## config.mk

```make
export PLATFORM = sky130hd
export DESIGN_NAME = rdx_ctrl
export DESIGN_NICKNAME = d
export VERILOG_FILES = /design/src/sv/rdx_pkg.sv /design/src/sv/rdx_ctrl.sv
export SDC_FILE = /design/constraint.sdc
export NUM_CORES = 1
export LEC_CHECK = 0
export BUFFER_PORTS_ARGS = -buffer_cell sky130_fd_sc_hd__buf_4
export CORE_MARGIN = 8
export CORE_UTILIZATION = 53
export CTS_BUF_LIST = sky130_fd_sc_hd__clkbuf_16
export DETAILED_ROUTE_END_ITERATION = 6
export PLACE_DENSITY = 0.89
export SYNTH_ARGS = -nofsm -noshare
export SYNTH_HDL_FRONTEND = slang
export SYNTH_SLANG_ARGS = --single-unit
```

## constraint.sdc

```tcl
create_clock -name clk -period 4.3 [get_ports clk]
set_input_delay 0.86 -clock clk [delete_from_list [all_inputs] [get_ports clk]]
set_output_delay 0.86 -clock clk [all_outputs]
set_load 0.005 [all_outputs]
```

## src/sv/rdx_pkg.sv

```systemverilog
// rdx_pkg: shared constants, types and the twiddle table builder for the fft engine
// no dependencies

package rdx_pkg;

  localparam int MAX_POINTS   = 1024;
  localparam int MAX_LOG2     = $clog2(MAX_POINTS);
  localparam int ADDR_W       = MAX_LOG2;
  localparam int HALF_POINTS  = MAX_POINTS / 2;
  localparam int TW_ADDR_W    = MAX_LOG2 - 1;
  localparam int SAMPLE_W     = 16;
  localparam int DATA_W       = 26;
  localparam int TW_W         = 16;
  localparam int LG_W         = 4;
  localparam int CFG_IDX_W    = 1;
  localparam int CFG_DATA_W   = 4;

  localparam logic [CFG_IDX_W-1:0] CFG_SIZE_LOG2 = 1'd0;
  localparam logic [CFG_IDX_W-1:0] CFG_INVERSE   = 1'd1;

  localparam logic OP_LOAD = 1'b0;
  localparam logic OP_READ = 1'b1;

  localparam logic [63:0] PI_Q30  = 64'd3373259426;
  localparam logic [63:0] ONE_Q30 = 64'd1 << 30;

  typedef enum logic [2:0] {
    ST_IDLE,
    ST_RD_PUT,
    ST_BF_READ,
    ST_BF_MUL,
    ST_BF_SUM,
    ST_BF_WRP,
    ST_BF_WRQ
  } ctrl_state_t;

  typedef enum logic [1:0] {
    WSEL_LOAD,
    WSEL_SUM,
    WSEL_DIFF
  } wsel_t;

  typedef struct packed {
    logic                 wr_en;
    wsel_t                wr_sel;
    logic [ADDR_W-1:0]    wr_addr;
    logic                 rd_en;
    logic [ADDR_W-1:0]    rd_addr_a;
    logic [ADDR_W-1:0]    rd_addr_b;
    logic [TW_ADDR_W-1:0] tw_addr;
    logic                 inverse;
    logic                 mul_en;
    logic                 sum_en;
    logic                 out_load;
    logic [ADDR_W-1:0]    out_index;
    logic                 out_last;
    logic [LG_W-1:0]      out_shift;
  } dp_cmd_t;

  typedef struct packed {
    logic out_free;
  } dp_stat_t;

  typedef logic [2*TW_W-1:0] tw_table_t [HALF_POINTS];

  function automatic logic [63:0] series_q30(input logic [63:0] x, input logic odd);
    logic [63:0] x2;
    logic [63:0] term;
    logic [63:0] t;
    longint      sum;
    x2   = (x * x + (ONE_Q30 >> 1)) >> 30;
    term = odd ? x : ONE_Q30;
    sum  = longint'(term);
    for (int n = 1; n <= 7; n++) begin
      t = (term * x2 + (ONE_Q30 >> 1)) >> 30;
      if (odd) begin
        case (n)
          1: term = t / 6;
          2: term = t / 20;
          3: term = t / 42;
          4: term = t / 72;
          5: term = t / 110;
          6: term = t / 156;
          default: term = t / 210;
        endcase
      end else begin
        case (n)
          1: term = t / 2;
          2: term = t / 12;
          3: term = t / 30;
          4: term = t / 56;
          5: term = t / 90;
          6: term = t / 132;
          default: term = t / 182;
        endcase
      end
      if (n % 2 == 1) sum = sum - longint'(term);
      else sum = sum + longint'(term);
    end
    return (sum < 0) ? 64'd0 : 64'(sum);
  endfunction

  function automatic logic [TW_W-1:0] q30_to_q15(input logic [63:0] s);
    logic [63:0] r;
    r = (s + 64'd16384) >> 15;
    return (r > 64'd32767) ? TW_W'(32767) : r[TW_W-1:0];
  endfunction

  function automatic tw_table_t build_rom();
    tw_table_t   tab;
    logic [63:0] v;
    logic [63:0] a;
    logic        neg;
    logic        swap;
    logic [TW_W-1:0] s;
    logic [TW_W-1:0] c;
    logic [TW_W-1:0] t;
    for (int k = 0; k < HALF_POINTS; k++) begin
      v    = 64'(8 * k);
      neg  = 1'b0;
      swap = 1'b0;
      if (v > 64'(2 * MAX_POINTS)) begin
        v   = 64'(4 * MAX_POINTS) - v;
        neg = 1'b1;
      end
      if (v > 64'(MAX_POINTS)) begin
        v    = 64'(2 * MAX_POINTS) - v;
        swap = 1'b1;
      end
      a = (PI_Q30 * v + 64'(2 * MAX_POINTS)) / (4 * MAX_POINTS);
      s = q30_to_q15(series_q30(a, 1'b1));
      c = q30_to_q15(series_q30(a, 1'b0));
      if (swap) begin
        t = s;
        s = c;
        c = t;
      end
      tab[k] = {(neg ? -c : c), s};
    end
    return tab;
  endfunction

endpackage

```

## src/sv/rdx_ctrl.sv

```systemverilog
// rdx_ctrl: sequencer for loads, butterfly passes and bin reads
// depends on rdx_pkg

module rdx_ctrl import rdx_pkg::*; (
  input  logic                  clk,
  input  logic                  rst_n,
  input  logic                  in_valid,
  input  logic                  in_operation,
  output logic                  in_ready,
  input  logic                  cfg_we,
  input  logic [CFG_IDX_W-1:0]  cfg_index,
  input  logic [CFG_DATA_W-1:0] cfg_wdata,
  input  dp_stat_t              stat,
  output dp_cmd_t               cmd
);

  ctrl_state_t          state_r, state_nxt;
  logic [LG_W-1:0]      size_r, size_nxt;
  logic                 inv_r, inv_nxt;
  logic [ADDR_W-1:0]    load_cnt_r, load_cnt_nxt;
  logic [ADDR_W-1:0]    read_cnt_r, read_cnt_nxt;
  logic                 frame_ready_r, frame_ready_nxt;
  logic [LG_W-1:0]      stage_r, stage_nxt;
  logic [TW_ADDR_W-1:0] bf_cnt_r, bf_cnt_nxt;
  logic [ADDR_W-1:0]    rd_idx_r, rd_idx_nxt;
  logic                 rd_last_r, rd_last_nxt;

  logic [LG_W-1:0]      lg;
  logic [ADDR_W:0]      n_pts;
  logic [ADDR_W-1:0]    n_last;
  logic [TW_ADDR_W-1:0] bf_last;
  logic                 accept;
  logic [ADDR_W-1:0]    load_val;
  logic [ADDR_W:0]      load_inc;
  logic [ADDR_W-1:0]    rev;
  logic [ADDR_W-1:0]    half_m;
  logic [ADDR_W-1:0]    bf_ext;
  logic [ADDR_W-1:0]    jj;
  logic [ADDR_W-1:0]    p_addr;
  logic [ADDR_W-1:0]    q_addr;
  logic [ADDR_W-1:0]    k_full;

  always_comb begin
    if (size_r == '0) lg = LG_W'(1);
    else if (size_r > LG_W'(MAX_LOG2)) lg = LG_W'(MAX_LOG2);
    else lg = size_r;
  end

  assign n_pts   = (ADDR_W+1)'(1) << lg;
  assign n_last  = ADDR_W'(n_pts - (ADDR_W+1)'(1));
  assign bf_last = TW_ADDR_W'(n_last >> 1);
  assign in_ready = (state_r == ST_IDLE);
  assign accept  = in_valid && in_ready;

  assign load_val = frame_ready_r ? '0 : load_cnt_r;
  assign load_inc = {1'b0, load_val} + (ADDR_W+1)'(1);

  always_comb begin
    logic [ADDR_W-1:0] r;
    r = '0;
    for (int b = 0; b < ADDR_W; b++) r[ADDR_W-1-b] = load_val[b];
    rev = r >> (LG_W'(MAX_LOG2) - lg);
  end

  assign half_m = (ADDR_W'(1) << stage_r) - ADDR_W'(1);
  assign bf_ext = {1'b0, bf_cnt_r};
  assign jj     = bf_ext & half_m;
  assign p_addr = ((bf_ext & ~half_m) << 1) | jj;
  assign q_addr = p_addr | (ADDR_W'(1) << stage_r);
  assign k_full = jj << (LG_W'(MAX_LOG2 - 1) - stage_r);

  // next state
  always_comb begin
    state_nxt = state_r;
    case (state_r)
      ST_IDLE: begin
        if (accept && in_operation == OP_LOAD && load_inc == n_pts) state_nxt = ST_BF_READ;
        else if (accept && in_operation == OP_READ && frame_ready_r) state_nxt = ST_RD_PUT;
      end
      ST_RD_PUT:  if (stat.out_free) state_nxt = ST_IDLE;
      ST_BF_READ: state_nxt = ST_BF_MUL;
      ST_BF_MUL:  state_nxt = ST_BF_SUM;
      ST_BF_SUM:  state_nxt = ST_BF_WRP;
      ST_BF_WRP:  state_nxt = ST_BF_WRQ;
      ST_BF_WRQ: begin
        if (bf_cnt_r == bf_last && stage_r == lg - LG_W'(1)) state_nxt = ST_IDLE;
        else state_nxt = ST_BF_READ;
      end
      default: state_nxt = ST_IDLE;
    endcase
  end

  // counters and configuration
  always_comb begin
    size_nxt        = size_r;
    inv_nxt         = inv_r;
    load_cnt_nxt    = load_cnt_r;
    read_cnt_nxt    = read_cnt_r;
    frame_ready_nxt = frame_ready_r;
    stage_nxt       = stage_r;
    bf_cnt_nxt      = bf_cnt_r;
    rd_idx_nxt      = rd_idx_r;
    rd_last_nxt     = rd_last_r;
    if (cfg_we) begin
      if (cfg_index == CFG_SIZE_LOG2) size_nxt = cfg_wdata;
      else inv_nxt = cfg_wdata[0];
      load_cnt_nxt    = '0;
      read_cnt_nxt    = '0;
      frame_ready_nxt = 1'b0;
    end else if (state_r == ST_IDLE && accept) begin
      if (in_operation == OP_LOAD) begin
        frame_ready_nxt = 1'b0;
        read_cnt_nxt    = '0;
        if (load_inc == n_pts) begin
          load_cnt_nxt = '0;
          stage_nxt    = '0;
          bf_cnt_nxt   = '0;
        end else begin
          load_cnt_nxt = ADDR_W'(load_inc);
        end
      end else if (frame_ready_r) begin
        rd_idx_nxt  = read_cnt_r & n_last;
        rd_last_nxt = ((read_cnt_r & n_last) == n_last);
        if ((read_cnt_r & n_last) == n_last) begin
          frame_ready_nxt = 1'b0;
          read_cnt_nxt    = '0;
        end else begin
          read_cnt_nxt = read_cnt_r + ADDR_W'(1);
        end
      end
    end else if (state_r == ST_BF_WRQ) begin
      if (bf_cnt_r == bf_last) begin
        bf_cnt_nxt = '0;
        if (stage_r == lg - LG_W'(1)) frame_ready_nxt = 1'b1;
        else stage_nxt = stage_r + LG_W'(1);
      end else begin
        bf_cnt_nxt = bf_cnt_r + TW_ADDR_W'(1);
      end
    end
  end

  // datapath commands
  always_comb begin
    cmd           = '0;
    cmd.wr_sel    = WSEL_LOAD;
    cmd.inverse   = inv_r;
    cmd.out_index = rd_idx_r;
    cmd.out_last  = rd_last_r;
    cmd.out_shift = inv_r ? lg : '0;
    cmd.rd_addr_b = q_addr;
    cmd.tw_addr   = TW_ADDR_W'(k_full);
    case (state_r)
      ST_IDLE: begin
        cmd.wr_addr   = rev;
        cmd.rd_addr_a = read_cnt_r & n_last;
        if (accept && in_operation == OP_LOAD) cmd.wr_en = 1'b1;
        if (accept && in_operation == OP_READ && frame_ready_r) cmd.rd_en = 1'b1;
      end
      ST_RD_PUT: cmd.out_load = stat.out_free;
      ST_BF_READ: begin
        cmd.rd_en     = 1'b1;
        cmd.rd_addr_a = p_addr;
      end
      ST_BF_MUL: cmd.mul_en = 1'b1;
      ST_BF_SUM: cmd.sum_en = 1'b1;
      ST_BF_WRP: begin
        cmd.wr_en   = 1'b1;
        cmd.wr_sel  = WSEL_SUM;
        cmd.wr_addr = p_addr;
      end
      ST_BF_WRQ: begin
        cmd.wr_en   = 1'b1;
        cmd.wr_sel  = WSEL_DIFF;
        cmd.wr_addr = q_addr;
      end
      default: cmd.wr_en = 1'b0;
    endcase
  end

  always_ff @(posedge clk) begin
    if (!rst_n) begin
      state_r       <= ST_IDLE;
      size_r        <= LG_W'(MAX_LOG2);
      inv_r         <= 1'b0;
      load_cnt_r    <= '0;
      read_cnt_r    <= '0;
      frame_ready_r <= 1'b0;
      stage_r       <= '0;
      bf_cnt_r      <= '0;
    end else begin
      state_r       <= state_nxt;
      size_r        <= size_nxt;
      inv_r         <= inv_nxt;
      load_cnt_r    <= load_cnt_nxt;
      read_cnt_r    <= read_cnt_nxt;
      frame_ready_r <= frame_ready_nxt;
      stage_r       <= stage_nxt;
      bf_cnt_r      <= bf_cnt_nxt;
    end
  end

  always_ff @(posedge clk) begin
    rd_idx_r  <= rd_idx_nxt;
    rd_last_r <= rd_last_nxt;
  end

  a_ready_clears_load: assert property (@(posedge clk) disable iff (!rst_n)
    frame_ready_r |-> load_cnt_r == '0) else $error("load count not cleared with frame ready");

  a_ready_after_pass: assert property (@(posedge clk) disable iff (!rst_n)
    $rose(frame_ready_r) |-> $past(state_r) == ST_BF_WRQ)
    else $error("frame ready raised outside the last butterfly");

  a_bf_in_range: assert property (@(posedge clk) disable iff (!rst_n)
    state_r == ST_BF_READ |-> bf_cnt_r <= bf_last && stage_r < lg)
    else $error("butterfly counters out of range");

endmodule

```

Yosys cells after proc, flatten, opt, wreduce, memory -nomap -nowiden:

Index checks and enable logic that the tools add are counted.

* add/sub/neg operators: 9
* order comparisons: 1
* equal/unequal tests: 16
* shift-type cells: 4
* mux-type cells: 40
* bitwise logic cells: 10
* reduce and logical (&&, ||, !) cells: 23

Operators with widths (number)
* $mux W10: 5
* $mux W9: 5
* $mux W4: 9
* $pmux W10 S3: 1
* $pmux W11 S2: 1
* $pmux W3 S7: 1
* $or A10 B10 Y10: 2
* $mux W1: 12
* $add A10 B1 Y11 const B: 1
* $eq A11 B11 Y1: 1
* $shl A1 B4 Y11 const A: 1
* $add A10 B1 Y10 const B: 1
* $and A10 B10 Y10: 1
* $and A9 B10 Y10: 1
* $eq A10 B10 Y1: 1
* $reduce_and A2 Y1: 5
* $shl A1 B4 Y10 const A: 1
* $shl A10 B4 Y9: 1
* $shr A10 B4 Y10: 1
* $sub A10 B1 Y10 const B: 1
* $sub A10 B2 Y10 const B: 1
* $add A9 B1 Y9 const B: 1
* $and A9 B9 Y9: 1
* $eq A3 B3 Y1 const B: 3
* 25 further kinds: 45

* register bits after elaboration: 53
* input bits: 11
* output and inout port bits: 63
* word-level logic and storage cells: 113

Logic depth before layout (Yosys ltp):

Gate-level depths: netlist (run 1).

* word-level depth: 11
* mapped depth: 20

Worst setup path before layout (run 1):

Ideal clock, no wire load.

* path type: reg-to-reg
* from: reg size_r[2]
* to: reg read_cnt_r[9]
* setup time: 132 ps
* arrival time: 4403 ps
* data required time: 4168 ps
* setup slack: -236 ps
* cell stages (with the launch flop): 21
* cells stage by stage: dfxtp_1 buf_2 clkbuf_1 nor2_1 nor2_1 o21ai_0 clkbuf_1 inv_1 ha_1 buf_2 nand2_1 ha_1 clkbuf_1 nor3b_1 mux2i_1 a21oi_1 a2111oi_0 a21oi_1 buf_2 o21ai_0 a21oi_1

* cells in the longest elaborated chain, start to end: 10

Ends and longest elaborated chain
* start, declared: line rdx_ctrl.sv:18 `logic [LG_W-1:0] size_r, size_nxt;`
* start signal, assigned: line rdx_ctrl.sv:183 `size_r <= LG_W'(MAX_LOG2);`
* start signal, assigned: line rdx_ctrl.sv:192 `size_r <= size_nxt;`
* $gt A4 B4 Y1: line rdx_ctrl.sv:45 `else if (size_r > LG_W'(MAX_LOG2)) lg = LG_W'(MAX_LOG2);`
* $mux W4: line rdx_ctrl.sv:45
* $mux W4 (*): line rdx_ctrl.sv:44 `if (size_r == '0) lg = LG_W'(1);`
* $shl A1 B4 Y11 (*): line rdx_ctrl.sv:49 `assign n_pts = (ADDR_W+1)'(1) << lg;`
* $sub A10 B1 Y10 (*): line rdx_ctrl.sv:50 `assign n_last = ADDR_W'(n_pts - (ADDR_W+1)'(1));`
* $and A10 B10 Y10: line rdx_ctrl.sv:124 `if ((read_cnt_r & n_last) == n_last) begin`
* $eq A10 B10 Y1 (*): line rdx_ctrl.sv:124
* $mux W10 (*): line rdx_ctrl.sv:124
* $mux W10 (*): line rdx_ctrl.sv:121 `end else if (frame_ready_r) begin`
* $mux W10 (*): line rdx_ctrl.sv:111 `if (in_operation == OP_LOAD) begin`
* end signal, assigned: line rdx_ctrl.sv:195 `read_cnt_r <= read_cnt_nxt;`
* end, declared: line rdx_ctrl.sv:21 `logic [ADDR_W-1:0] read_cnt_r, read_cnt_nxt;`

Every way passes the cells marked *; elsewhere a longest branch is shown, timed or not. The select of a mux whose other input is x is not followed.
A chain may end at the register's enable or synchronous reset.

==> Implementation_results.wiki, run 1 <==
{| class="wikitable"
! Metric !! Value
|-
| Cell chosen for the clock root || sky130_fd_sc_hd__clkbuf_16
|-
| Clock tree from TritonCTS || done
|-
| Post-layout utilization of the core || 0.643
|-
| Post-synthesis instance total || 666
|-
| Initial antenna violation count || 0
|-
| Part of the power in the clock network || 0.396
|-
| Leading cell types in the layout, fill and taps excluded || 96 x sky130_fd_sc_hd__buf_4, 67 x sky130_fd_sc_hd__nand2_1, 55 x sky130_fd_sc_hd__nor2_1, 47 x sky130_fd_sc_hd__a21oi_1, 42 x sky130_fd_sc_hd__dfxtp_1
|-
| Number of nets still failing antenna checks after routing || 0
|-
| Pins Over Slew Limit || 0
|-
| Io pins || 74
|-
| Final setup violation count || 0
|-
| Routed len/inst || 19.6 um
|-
| Leftover overflow at the end of global routing || 0
|-
| Fraction of power spent switching nets || 0.275
|-
| Final worst path period share || 0.965
|-
| Worst hold path cell count || 2
|-
| TritonCTS Sinks || 53
|-
| Path type of the worst setup path || flip-flop to primary output
|-
| Weighted congestion at the end of routability-driven global placement || approximately 0.97
|-
| Max Clock Skew || about 0.0081 ns
|-
| Max Buffers Root-to-Sink || 2
|-
| DRC Markers || 0
|-
| EDFF count, synth || 11
|-
| Post-synth net total || 696
|-
| Final count of hold timing violations || 0
|-
| Number of cells on the critical path || 13
|-
| Area Overhead vs Synth || 17.3%
|-
| Tightest slew margin relative to the limit || 0.406
|-
| Most common cell after layout, fill and taps aside || sky130_fd_sc_hd__buf_4
|-
| CP endpoint kind || primary output
|-
| Die width || 114 um
|-
| Iteration-0 DRC count of the detailed router || 507
|-
| Clock edge transition at the registers on the reported setup and hold paths || 0.08 ns
|-
| Sequential fraction of the synthesis area || 0.231
|-
| DP Wirelength || 12600 um
|-
| Number of placement rows || 35
|-
| CP Data Required Time || 3.44 ns
|-
| Core region area || between 0.009 and 0.01 mm2
|-
| Number of warning messages in the yosys log || 0
|-
| Number of diodes || 0
|-
| Final WL || 16700 um
|-
| Power spent charging and discharging nets || 0.297 mW
|-
| Largest stage delay on the critical path || 0.38 ns
|-
| Hold Crit Class || flip-flop to flip-flop
|-
| Clock Latency Late Sink || 0.30 ns
|-
| Final Power || 1.08 mW
|-
| Die H || 114 um
|-
| Share of post-route cells with drive strength above 1 || 0.200
|-
| Data arrival time at the worst-slack endpoint || 3.29 ns
|-
| Minimum clock period || 4.15 ns
|-
| Pin count of the biggest net entering global routing || 23
|-
| #FFs+latches synth || 53
|-
| Crit-path most repeated cell || sky130_fd_sc_hd__mux2_2
|-
| Via count of the first global-routing pass || between 5k and 6k
|-
| First-pass GRT wire length || 26400 um
|-
| Combined buffer and inverter count along the critical path || 3
|-
| Static leakage || 2.30 nW
|-
| Nets || 755
|-
| Initial standard-cell utilization of the core || 0.548
|-
| Fraction of power consumed by combinational cells || 0.129
|-
| Most common flop cell mapped by yosys || sky130_fd_sc_hd__dfxtp_1
|-
| CP delay by family, top || multiplexers
|-
| Via count || roughly 5.5k
|-
| Maximum clock frequency || 241 MHz
|-
| Worst-case vdd ir drop || 0.165 mV
|-
| Cell-by-cell listing of the critical path || clkinvlp_4 -> ha_1 -> nand2_1 -> ha_2 -> inv_1 -> a21oi_1 -> a21oi_1 -> nand2b_1 -> mux2_2 -> mux2_2 -> mux2_2 -> nor2_1 -> buf_4
|-
| Int Power || 0.782 mW
|-
| Number of maximum-capacitance violations || 0
|-
| Relative contribution of sequential cells to total power || 0.476
|-
| Number of I/O port buffers || 73
|-
| Setup TNS Final || 0 ns
|-
| Total power per unit cell area || between 150 and 200 mW/mm2
|-
| Post-synth cell types || 79
|-
| Post-synthesis async set-or-reset flop share || 0
|-
| Post-synthesis instance area || 0.00506 mm2
|-
| Highest fanout seen on the critical path || 8
|-
| Iteration count of the initial detailed-routing pass || 6
|-
| CP startpoint kind || flip-flop
|-
| Overall die area || 0.0129 mm2
|-
| Avg Synthesized Cell Area || 7.60 um2
|-
| Result of the run || completed
|-
| Slew at the pin closest to its max-slew limit || 0.889 ns
|-
| TritonCTS buffer count || 5
|-
| Reg2Reg Depth || 14
|-
| Overall routing resource usage || 0.249
|-
| Via/cell ratio || 6.44
|-
| Maximum level of the CTS H-tree || 2
|-
| Max stage delay cell, worst path || sky130_fd_sc_hd__dfxtp_1
|}
-- cells in the mapped netlist, drive strengths merged, types with 4 or more instances --
cell,count,area (um2)
nand2,67,251
nor2,56,213
a21oi,50,254
dfxtp,42,841
o21ai,41,205
clkbuf,25,93.8
inv,25,93.8
nand3,25,138
nor2b,25,156
xnor2,23,201
nand2b,21,131
mux2i,20,204
buf,19,95.1
ha,19,238
nor3,13,70.1
and3,11,70.1
edfxtp,11,330
nand4,11,75.1
a211oi,10,80.1
and2,9,56.3
a31oi,8,50.1
mux4,8,184
or3,8,50.1
xor2,8,70.1
a311oi,7,61.3
o21a,7,52.6
a22oi,6,45.0
o211ai,6,45.0
o22ai,6,37.5
a21o,5,37.5
mux2,5,56.3
nor3b,5,37.5
nor4,5,31.3
a21boi,4,30.0
o31ai,4,30.0
or2,4,25.0
or4,4,33.8
-- logic make-up (layout without fill, tap and decap cells) --
family | after synthesis | after routing | share of synthesized area
multiplexers | 33 | 33 | 0.0877
flip-flops | 53 | 53 | 0.231
XOR/XNOR | 32 | 32 | 0.0581
adder cells (fa/ha/maj) | 19 | 19 | 0.0470
AND/OR/NAND/NOR | 276 | 276 | 0.286
AO/OA/AOI/OAI | 182 | 182 | 0.233
buffers and inverters | 71 | 131 | 0.0573
-- per-layer routing --
metal,up-vias,track usage,wire length (um)
met5,-,0,0
met4,0,0.0755,459
met3,60,0.0597,2040
met2,356,0.405,7580
met1,2555,0.319,6640
li1,2535,-,-
-- path summary, 6_finish.rpt --
path / slack (ns) / endpoint / startpoint
setup reg to reg: 0.35 / read_cnt_r[8] / size_r[1]
hold reg to reg: 0.52 / inv_r / inv_r
hold / removal: 0.52 / inv_r / inv_r
setup / recovery: 0.15 / cmd[23] / stage_r[1]
-- power groups by stage --
stage	Sequential [mW]	Clock, mW	Combinational [mW]
final	0.513	0.427	0.139
after global routing	0.514	0.448	0.148
after CTS	0.513	0.429	0.134
after detailed placement	0.524	0	0.133
after global placement	0.524	0	0.128
after floorplan	0.522	0	0.0921
-- sequential cells by signal (all words and copies together), names as in the netlist --
signal         cells
load_cnt_r        10
rd_idx_r          10
read_cnt_r        10
bf_cnt_r           9
size_r             4
stage_r            4
state_r            3
frame_ready_r      1
inv_r              1
rd_last_r          1
-- cell type report --
class / instances / area, um2
sequential: 53 / 1170
multi-input combinational: 542 / 3630
clock inverter: 3 / 25.0
inverter: 27 / 105
clock buffer: 5 / 125
timing repair buffer: 96 / 721
fill: 801 / 3300
tap: 129 / 161
-- repair_timing --
item,CTS,global route
setup buffers,0,5
hold buffers,0,0
gates resized for setup,0,9
setup endpoints to repair,0,16
-- per-stage QoR --
step	instance area, um2	hold slack (ns)	worst slack, ns	instances
3_5_place_dp	5720	0.493	0.345	842
6_report	5940	0.525	0.149	855
3_3_place_gp	5720	0.477	0.362	842
5_1_grt	5940	0.522	-0.0125	855
4_1_cts	5870	0.507	0.000369	850
2_1_floorplan	5060	0.458	0.0285	666
-- worst register-to-register path: stages (launching register included) --
cell                        delay, ns
sky130_fd_sc_hd__dfxtp_1         0.36
sky130_fd_sc_hd__nor2_1          0.22
sky130_fd_sc_hd__nor2_1          0.10
sky130_fd_sc_hd__o21ai_1         0.22
sky130_fd_sc_hd__inv_1           0.15
sky130_fd_sc_hd__ha_1            0.24
sky130_fd_sc_hd__nand2_1         0.14
sky130_fd_sc_hd__ha_2            0.28
sky130_fd_sc_hd__xor2_1          0.10
sky130_fd_sc_hd__a32oi_1         0.37
sky130_fd_sc_hd__o22ai_1         0.17
sky130_fd_sc_hd__a2111oi_0       0.71
sky130_fd_sc_hd__a21oi_2         0.36
sky130_fd_sc_hd__a41oi_1         0.32
sky130_fd_sc_hd__a311oi_1        0.07
Power figures use the tool's default switching activity.
==> run 2, diff against run 1 <==
==> constraint.sdc (replaced) <==
create_clock -name clk -period 4.3 [get_ports clk]
set_input_delay 0.43 -clock clk [delete_from_list [all_inputs] [get_ports clk]]
set_output_delay 0.43 -clock clk [all_outputs]
set_load 0.005 [all_outputs]
==> run 2 against run 1 <==
  * Clock power barely moved
  * Clock skew rose by 0.0027 ns
  * Global-route usage fell by 0.31 points
  * Via count fell by 0.29%
  * Highest routed layer unchanged
  * Routed wire length fell by 1.2%
  * Largest cell class unchanged
  * Critical path type unchanged
==> Implementation_results.wiki, run 2 (same netlist as run 1, synthesis figures left out) <==
{| class="wikitable"
! Metric !! Value
|-
| Post-cts gate resize count || 0 (unchanged)
|-
| TritonCTS buffer count || 5 (unchanged)
|-
| Slew at the pin closest to its max-slew limit || 0.865 ns (was 0.889 ns)
|-
| Clock tree from TritonCTS || done (unchanged)
|-
| Clock Latency Late Sink || 0.30 ns (about the same)
|-
| Result of the run || completed (unchanged)
|-
| Io pins || 74 (unchanged)
|-
| Dpl ws || 0.360 ns (was 0.345 ns)
|-
| Overall routing resource usage || 0.246 (was 0.249)
|-
| Maximum level of the CTS H-tree || 2 (unchanged)
|-
| Final Power || 1.07 mW (was 1.08 mW)
|-
| Number of diodes || 0 (unchanged)
|-
| Clock edge transition at the registers on the reported setup and hold paths || 0.07 ns (was 0.08 ns)
|-
| Data arrival time at the worst-slack endpoint || 3.53 ns (was 3.29 ns)
|-
| DP Wirelength || 12500 um (was 12600 um)
|-
| Hold Crit Class || input port to flip-flop (was flip-flop to flip-flop)
|-
| Die H || 114 um (unchanged)
|-
| Buffers inserted by post-CTS timing repair || 0 (unchanged)
|-
| Weighted congestion at the end of routability-driven global placement || 1.03 (was 0.965)
|-
| Setup repair after global routing missed its margin || no
|-
| Total power per unit cell area || 184 mW/mm2 (was 182 mW/mm2)
|-
| CTS Hold Buffers Added || 0 (unchanged)
|-
| Leading cell types in the layout, fill and taps excluded || 86 x sky130_fd_sc_hd__buf_4, 67 x sky130_fd_sc_hd__nand2_1, 55 x sky130_fd_sc_hd__nor2_1, 48 x sky130_fd_sc_hd__a21oi_1, 42 x sky130_fd_sc_hd__dfxtp_1 (was 96 x sky130_fd_sc_hd__buf_4, 67 x sky130_fd_sc_hd__nand2_1, 55 x sky130_fd_sc_hd__nor2_1, 47 x sky130_fd_sc_hd__a21oi_1, 42 x sky130_fd_sc_hd__dfxtp_1)
|-
| Maximum clock frequency || 252 MHz (was 241 MHz)
|-
| Via/cell ratio || 6.50 (was 6.44)
|-
| TritonCTS Sinks || 53 (unchanged)
|-
| Minimum clock period || 3.96 ns (was 4.15 ns)
|-
| Worst-case vdd ir drop || 0.177 mV (was 0.165 mV)
|-
| Via count of the first global-routing pass || 5195 (was 5131)
|-
| Final WL || 16500 um (was 16700 um)
|-
| First-pass GRT wire length || 26100 um (was 26400 um)
|-
| Largest registers in the final layout || load_cnt_r (10), rd_idx_r (10), read_cnt_r (10) (unchanged)
|-
| Cell chosen for the clock root || sky130_fd_sc_hd__clkbuf_16 (unchanged)
|-
| Setup TNS Final || 0 ns (unchanged)
|-
| Nets || 745 (was 755)
|-
| Initial standard-cell utilization of the core || 0.548 (unchanged)
|-
| Final setup violation count || 0 (unchanged)
|-
| Share of post-route cells with drive strength above 1 || 0.179 (was 0.200)
|-
| Area Overhead vs Synth || 15.2% (was 17.3%)
|-
| Max Clock Skew || 0.0108 ns (was 0.00805 ns)
|-
| Most common cell after layout, fill and taps aside || sky130_fd_sc_hd__buf_4 (unchanged)
|-
| Pin count of the biggest net entering global routing || 23 (unchanged)
|-
| Number of maximum-capacitance violations || 0 (unchanged)
|-
| Highest fanout seen on the critical path || 11 (was 8)
|-
| Static leakage || 2.26 nW (was 2.30 nW)
|-
| Initial antenna violation count || 0 (unchanged)
|-
| Final worst path period share || 0.922 (was 0.965)
|-
| CP startpoint kind || flip-flop (unchanged)
|-
| Max Buffers Root-to-Sink || 2 (unchanged)
|-
| Core region area || 0.00924 mm2 (unchanged)
|-
| Iteration-0 DRC count of the detailed router || 635 (was 507)
|-
| Via count || 5490 (was 5506)
|-
| Tightest slew margin relative to the limit || 0.421 (was 0.406)
|-
| Number of I/O port buffers || 73 (unchanged)
|-
| Path type of the worst setup path || flip-flop to primary output (unchanged)
|-
| Number of nets still failing antenna checks after routing || 0 (unchanged)
|-
| CP endpoint kind || primary output (unchanged)
|-
| Iteration count of the initial detailed-routing pass || 6 (unchanged)
|-
| Worst Setup Slack, final || 0.337 ns (was 0.149 ns)
|-
| Leftover overflow at the end of global routing || 0 (unchanged)
|-
| Routed len/inst || 19.6 um (about the same)
|-
| Pins Over Slew Limit || 0 (unchanged)
|-
| DRC Markers || 0 (unchanged)
|-
| Die width || 114 um (unchanged)
|-
| CP Data Required Time || 3.87 ns (was 3.44 ns)
|-
| Overall die area || 0.0129 mm2 (unchanged)
|-
| Number of placement rows || 35 (unchanged)
|-
| Final count of hold timing violations || 0 (unchanged)
|}
==> run 2: final cells by class <==
| class | instances | area (um2) |
|---|---|---|
| fill | 789 | 3410 |
| inverter | 27 | 101 |
| timing repair buffer | 86 | 646 |
| clock buffer | 5 | 125 |
| clock inverter | 3 | 25.0 |
| tap | 129 | 161 |
| multi-input combinational | 542 | 3600 |
| sequential | 53 | 1170 |
==> run 2: stage by stage <==
stage	instances	instance area, um2	hold WS [ns]	utilization
global placement	837	5680	0.482	0.615
global route	845	5830	0.386	0.631
floorplan	666	5060	0.458	-
finish	845	5830	0.372	0.631
detailed placement	837	5680	0.493	0.615
CTS	845	5830	0.378	0.631
==> run 2: power by group <==
part	internal (mW)	leakage, nW	switching [mW]	total, mW
sequential	0.508	0.462	0.00568	0.514
combinational	0.0520	1.72	0.0830	0.135
clock	0.220	0.0704	0.206	0.426
==> run 2: worst paths after layout <==
path	startpoint	endpoint	slack, ns	cells after the start
worst max-delay path	stage_r[1]	cmd[53]	0.34	14
worst min-delay path	cfg_wdata[3]	size_r[3]	0.37	3
worst max register to register	size_r[1]	bf_cnt_r[4]	0.38	14
worst min register to register	read_cnt_r[9]	read_cnt_r[9]	0.53	2
==> run 2: critical path: stages, from the launching register on <==
cell	delay [ns]
sky130_fd_sc_hd__dfxtp_1	0.35
sky130_fd_sc_hd__clkinv_1	0.06
sky130_fd_sc_hd__buf_4	0.17
sky130_fd_sc_hd__ha_1	0.31
sky130_fd_sc_hd__nand2_1	0.21
sky130_fd_sc_hd__ha_1	0.32
sky130_fd_sc_hd__nand2b_1	0.11
sky130_fd_sc_hd__a32o_1	0.27
sky130_fd_sc_hd__a21oi_1	0.18
sky130_fd_sc_hd__nand2b_1	0.22
sky130_fd_sc_hd__a21boi_1	0.44
sky130_fd_sc_hd__nand2_1	0.18
sky130_fd_sc_hd__nand2_1	0.13
sky130_fd_sc_hd__o21ai_0	0.13
sky130_fd_sc_hd__buf_4	0.17
==> run 2: routing by layer <==
layer  wire length (um)  track usage  vias up
met2               7610        0.418      369
met1               6550        0.304     2539
li1                   -            -     2519
met3               1820       0.0481       63
met5                  0            0        -
met4                535       0.0844        0
==> run 3, diff against run 2 <==
ABC_AREA = 1   (was not set)
==> run 3 against run 2 <==
  * Die area rose by 0.62%
  * Final cell count rose by 24%
  * Sequential share of layout area fell by 0.25 points
  * Via count rose by 5.5%
  * Register-to-register slack improved by 0.25 ns
  * First-iteration DRC count fell by 7.1%
  * Flip-flop and latch count did not move
  * Core utilization fell by 1.3 points
  * Area after synthesis rose by 0.72%
  * Sequential power rose by 1%
==> Implementation_results.wiki, run 3 <==
{| class="wikitable"
! Metric !! Value
|-
| Weighted congestion at the end of routability-driven global placement || 0.966 (was 1.03)
|-
| Post-synth top area share || 0.178 (was 0.166)
|-
| Total power per unit cell area || 208 mW/mm2 (was 184 mW/mm2)
|-
| Maximum level of the CTS H-tree || 2 (unchanged)
|-
| Post-synthesis async set-or-reset flop share || 0 (unchanged)
|-
| Clock Latency Late Sink || 0.30 ns (about the same)
|-
| Number of diodes || 0 (unchanged)
|-
| Tightest slew margin relative to the limit || 0.276 (was 0.421)
|-
| Slew at the pin closest to its max-slew limit || 1.08 ns (was 0.865 ns)
|-
| Final Power || 1.23 mW (was 1.07 mW)
|-
| Leftover overflow at the end of global routing || 0 (unchanged)
|-
| Number of maximum-capacitance violations || 0 (unchanged)
|-
| TritonCTS Sinks || 53 (unchanged)
|-
| Core region area || 0.00955 mm2 (was 0.00924 mm2)
|-
| M3 GR Usage || 0.0364 (was 0.0481)
|-
| Nets || 945 (was 745)
|-
| Met2 track utilization from global routing || 0.416 (was 0.418)
|-
| Via/cell ratio || 5.52 (was 6.50)
|-
| Fraction of power spent switching nets || 0.325 (was 0.274)
|-
| Final setup violation count || 0 (unchanged)
|-
| Post-synthesis instance total || 845 (was 666)
|-
| Most common flop cell mapped by yosys || sky130_fd_sc_hd__dfxtp_1 (unchanged)
|-
| Number of placement rows || 36 (was 35)
|-
| DRC Markers || 0 (unchanged)
|-
| CTS Hold Buffers Added || 0 (unchanged)
|-
| Io pins || 74 (unchanged)
|-
| Via count || 5793 (was 5490)
|-
| Share of post-route cells with drive strength above 1 || 0.138 (was 0.179)
|-
| Most heavily used metal layer in global routing || met2 (unchanged)
|-
| Most numerous cell in the Yosys netlist || sky130_fd_sc_hd__nand2_1 (unchanged)
|-
| Hold Crit Class || input port to flip-flop (unchanged)
|-
| Path type of the worst setup path || flip-flop to primary output (unchanged)
|-
| Max Clock Skew || 0.0131 ns (was 0.0108 ns)
|-
| EDFF count, synth || 11 (unchanged)
|-
| Number of instances in the placed design || 1041 (was 837)
|-
| Final count of hold timing violations || 0 (unchanged)
|-
| Most common library cells after synthesis || 242 x sky130_fd_sc_hd__nand2_1, 125 x sky130_fd_sc_hd__inv_1, 78 x sky130_fd_sc_hd__nor2_1, 75 x sky130_fd_sc_hd__o21ai_0, 68 x sky130_fd_sc_hd__nand3_1 (was 67 x sky130_fd_sc_hd__nand2_1, 55 x sky130_fd_sc_hd__nor2_1, 49 x sky130_fd_sc_hd__a21oi_1, 42 x sky130_fd_sc_hd__dfxtp_1, 40 x sky130_fd_sc_hd__o21ai_0)
|-
| Part of the power in the clock network || 0.350 (was 0.397)
|-
| Global-route track usage on met1 || 0.317 (was 0.304)
|-
| #FFs+latches synth || 53 (unchanged)
|-
| Die width || 114 um (about the same)
|-
| Post-synthesis instance area || 0.00510 mm2 (was 0.00506 mm2)
|-
| Overall die area || 0.0130 mm2 (was 0.0129 mm2)
|-
| Iteration-0 DRC count of the detailed router || 590 (was 635)
|-
| R2R setup slack || 0.63 ns (was 0.38 ns)
|-
| Number of I/O port buffers || 73 (unchanged)
|-
| Clock edge transition at the registers on the reported setup and hold paths || 0.08 ns (was 0.07 ns)
|-
| DP Wirelength || 13300 um (was 12500 um)
|-
| Leading post-synthesis cells by cell area || sky130_fd_sc_hd__nand2_1 18%, sky130_fd_sc_hd__dfxtp_1 16%, sky130_fd_sc_hd__inv_1 9.2% (was sky130_fd_sc_hd__dfxtp_1 17%, sky130_fd_sc_hd__edfxtp_1 6.5%, sky130_fd_sc_hd__nand2_1 5.0%)
|-
| Avg Synthesized Cell Area || 6.03 um2 (was 7.60 um2)
|-
| Fraction of power consumed by combinational cells || 0.228 (was 0.126)
|-
| Maximum clock frequency || 257 MHz (was 252 MHz)
|-
| Largest registers in the final layout || load_cnt_r (10), rd_idx_r (10), read_cnt_r (10) (unchanged)
|-
| Minimum clock period || 3.89 ns (was 3.96 ns)
|-
| Static leakage || 2.83 nW (was 2.26 nW)
|-
| Die H || 114 um (about the same)
|-
| Post-cts gate resize count || 0 (unchanged)
|-
| TritonCTS buffer count || 5 (unchanged)
|-
| Highest fanout seen on the critical path || 10 (was 11)
|-
| Clock tree from TritonCTS || done (unchanged)
|-
| Worst Setup Slack, final || 0.405 ns (was 0.337 ns)
|-
| Pins Over Slew Limit || 0 (unchanged)
|-
| Post-synth cell types || 48 (was 79)
|-
| Worst-case vdd ir drop || 0.187 mV (was 0.177 mV)
|-
| Setup repair after global routing missed its margin || no (unchanged)
|-
| CP endpoint kind || primary output (unchanged)
|-
| Leading cell types in the layout, fill and taps excluded || 242 x sky130_fd_sc_hd__nand2_1, 125 x sky130_fd_sc_hd__inv_1, 79 x sky130_fd_sc_hd__buf_4, 78 x sky130_fd_sc_hd__nor2_1, 75 x sky130_fd_sc_hd__o21ai_0 (was 86 x sky130_fd_sc_hd__buf_4, 67 x sky130_fd_sc_hd__nand2_1, 55 x sky130_fd_sc_hd__nor2_1, 48 x sky130_fd_sc_hd__a21oi_1, 42 x sky130_fd_sc_hd__dfxtp_1)
|-
| Power spent charging and discharging nets || 0.400 mW (was 0.295 mW)
|-
| Initial standard-cell utilization of the core || 0.534 (was 0.548)
|-
| Dpl ws || 0.719 ns (was 0.360 ns)
|-
| Buffers inserted by post-CTS timing repair || 0 (unchanged)
|-
| Cell taking the most area after synthesis || sky130_fd_sc_hd__nand2_1 (was sky130_fd_sc_hd__dfxtp_1)
|-
| Final worst path period share || 0.906 (was 0.922)
|-
| Relative contribution of sequential cells to total power || 0.422 (was 0.478)
|-
| Non-filler cells, final || 1049 (was 845)
|-
| Area Overhead vs Synth || 15.9% (was 15.2%)
|-
| Post-synth net total || 875 (was 696)
|-
| Most common cell after layout, fill and taps aside || sky130_fd_sc_hd__nand2_1 (was sky130_fd_sc_hd__buf_4)
|-
| Int Power || 0.831 mW (was 0.780 mW)
|-
| Sequential fraction of the synthesis area || 0.230 (was 0.231)
|-
| Overall routing resource usage || 0.252 (was 0.246)
|-
| Min Hold Slack || 0.344 ns (was 0.372 ns)
|-
| CP startpoint kind || flip-flop (unchanged)
|-
| First-pass GRT wire length || 26300 um (was 26100 um)
|-
| Routed len/inst || 15.7 um (was 19.6 um)
|-
| Setup TNS Final || 0 ns (unchanged)
|-
| Iteration count of the initial detailed-routing pass || 5 (was 6)
|-
| Number of nets still failing antenna checks after routing || 0 (unchanged)
|-
| Final WL || 16500 um (about the same)
|-
| Max Buffers Root-to-Sink || 2 (unchanged)
|-
| Pin count of the biggest net entering global routing || 19 (was 23)
|-
| Fillers || 969 (was 789)
|-
| CP Data Required Time || 3.87 ns (about the same)
|-
| Initial antenna violation count || 0 (unchanged)
|-
| Number of warning messages in the yosys log || 0 (unchanged)
|-
| Via count of the first global-routing pass || 5310 (was 5195)
|-
| Result of the run || completed (unchanged)
|-
| Data arrival time at the worst-slack endpoint || 3.46 ns (was 3.53 ns)
|-
| Cell chosen for the clock root || sky130_fd_sc_hd__clkbuf_16 (unchanged)
|}
==> run 3: kinds of logic after synthesis <==
logic type / Yosys count / share of synthesized area
DFF: 53 / 0.230
AOI/OAI and AO/OA: 136 / 0.151
muxes: 1 / 0.00196
buffers and inverters: 149 / 0.119
and+or+nand+nor: 457 / 0.397
adders and majority gates: 19 / 0.0466
xor gates and xnor gates: 30 / 0.0542
==> run 3: power by group through the flow <==
stage | sequential, mW | combinational [mW] | clock (mW)
final | 0.520 | 0.280 | 0.431
after floorplan | 0.525 | 0.190 | 0
after global routing | 0.521 | 0.311 | 0.446
after detailed placement | 0.531 | 0.274 | 0
after CTS | 0.519 | 0.276 | 0.429
after global placement | 0.531 | 0.274 | 0
==> run 3: worst paths after layout <==
check / end / start / depth (start not counted)
setup / recovery: cmd[47] / size_r[2] / 16
hold reg to reg: read_cnt_r[6] / read_cnt_r[6] / 2
setup reg to reg: stage_r[2] / size_r[2] / 21
hold / removal: size_r[3] / cfg_wdata[3] / 3
==> run 3: final cells by class <==
type,instances,area [um2],area share
clock buffers,5,125,0.0212
clock inverters,3,25.0,0.00424
inverters,133,507,0.0858
multi-input cells,643,3320,0.562
flip-flops and latches,53,1170,0.198
well taps,133,166,0.0282
repair buffers,79,593,0.100
==> run 3: critical path: stages, from the launching register on <==
cell                       delay (ns)
sky130_fd_sc_hd__dfxtp_1         0.60
sky130_fd_sc_hd__inv_1           0.11
sky130_fd_sc_hd__nand2_1         0.13
sky130_fd_sc_hd__o211ai_1        0.12
sky130_fd_sc_hd__nand2_1         0.32
sky130_fd_sc_hd__inv_1           0.21
sky130_fd_sc_hd__ha_1            0.31
sky130_fd_sc_hd__nand3_1         0.24
sky130_fd_sc_hd__nand2_1         0.08
sky130_fd_sc_hd__nor2_1          0.16
sky130_fd_sc_hd__nand3_1         0.13
sky130_fd_sc_hd__xor2_1          0.27
sky130_fd_sc_hd__inv_1           0.07
sky130_fd_sc_hd__nor2_1          0.13
sky130_fd_sc_hd__nand2_1         0.06
sky130_fd_sc_hd__o21ai_0         0.08
sky130_fd_sc_hd__buf_4           0.14
==> run 3: layer usage <==
metal  vias to the layer above  share of wire  wire length, um
li1                       2883              -                -
met1                      2535           0.41             6780
met2                       325           0.46             7520
met3                        50          0.095             1560
met4                         0          0.038              627
met5                         -              0                0
==> run 3: through the flow <==
| stage | cell area (um2) | utilization |
|---|---|---|
| finish | 5910 | 0.619 |
| global route | 5910 | 0.619 |
| CTS | 5910 | 0.619 |
| detailed placement | 5760 | 0.603 |
| global placement | 5760 | 0.603 |
| floorplan | 5100 | - |
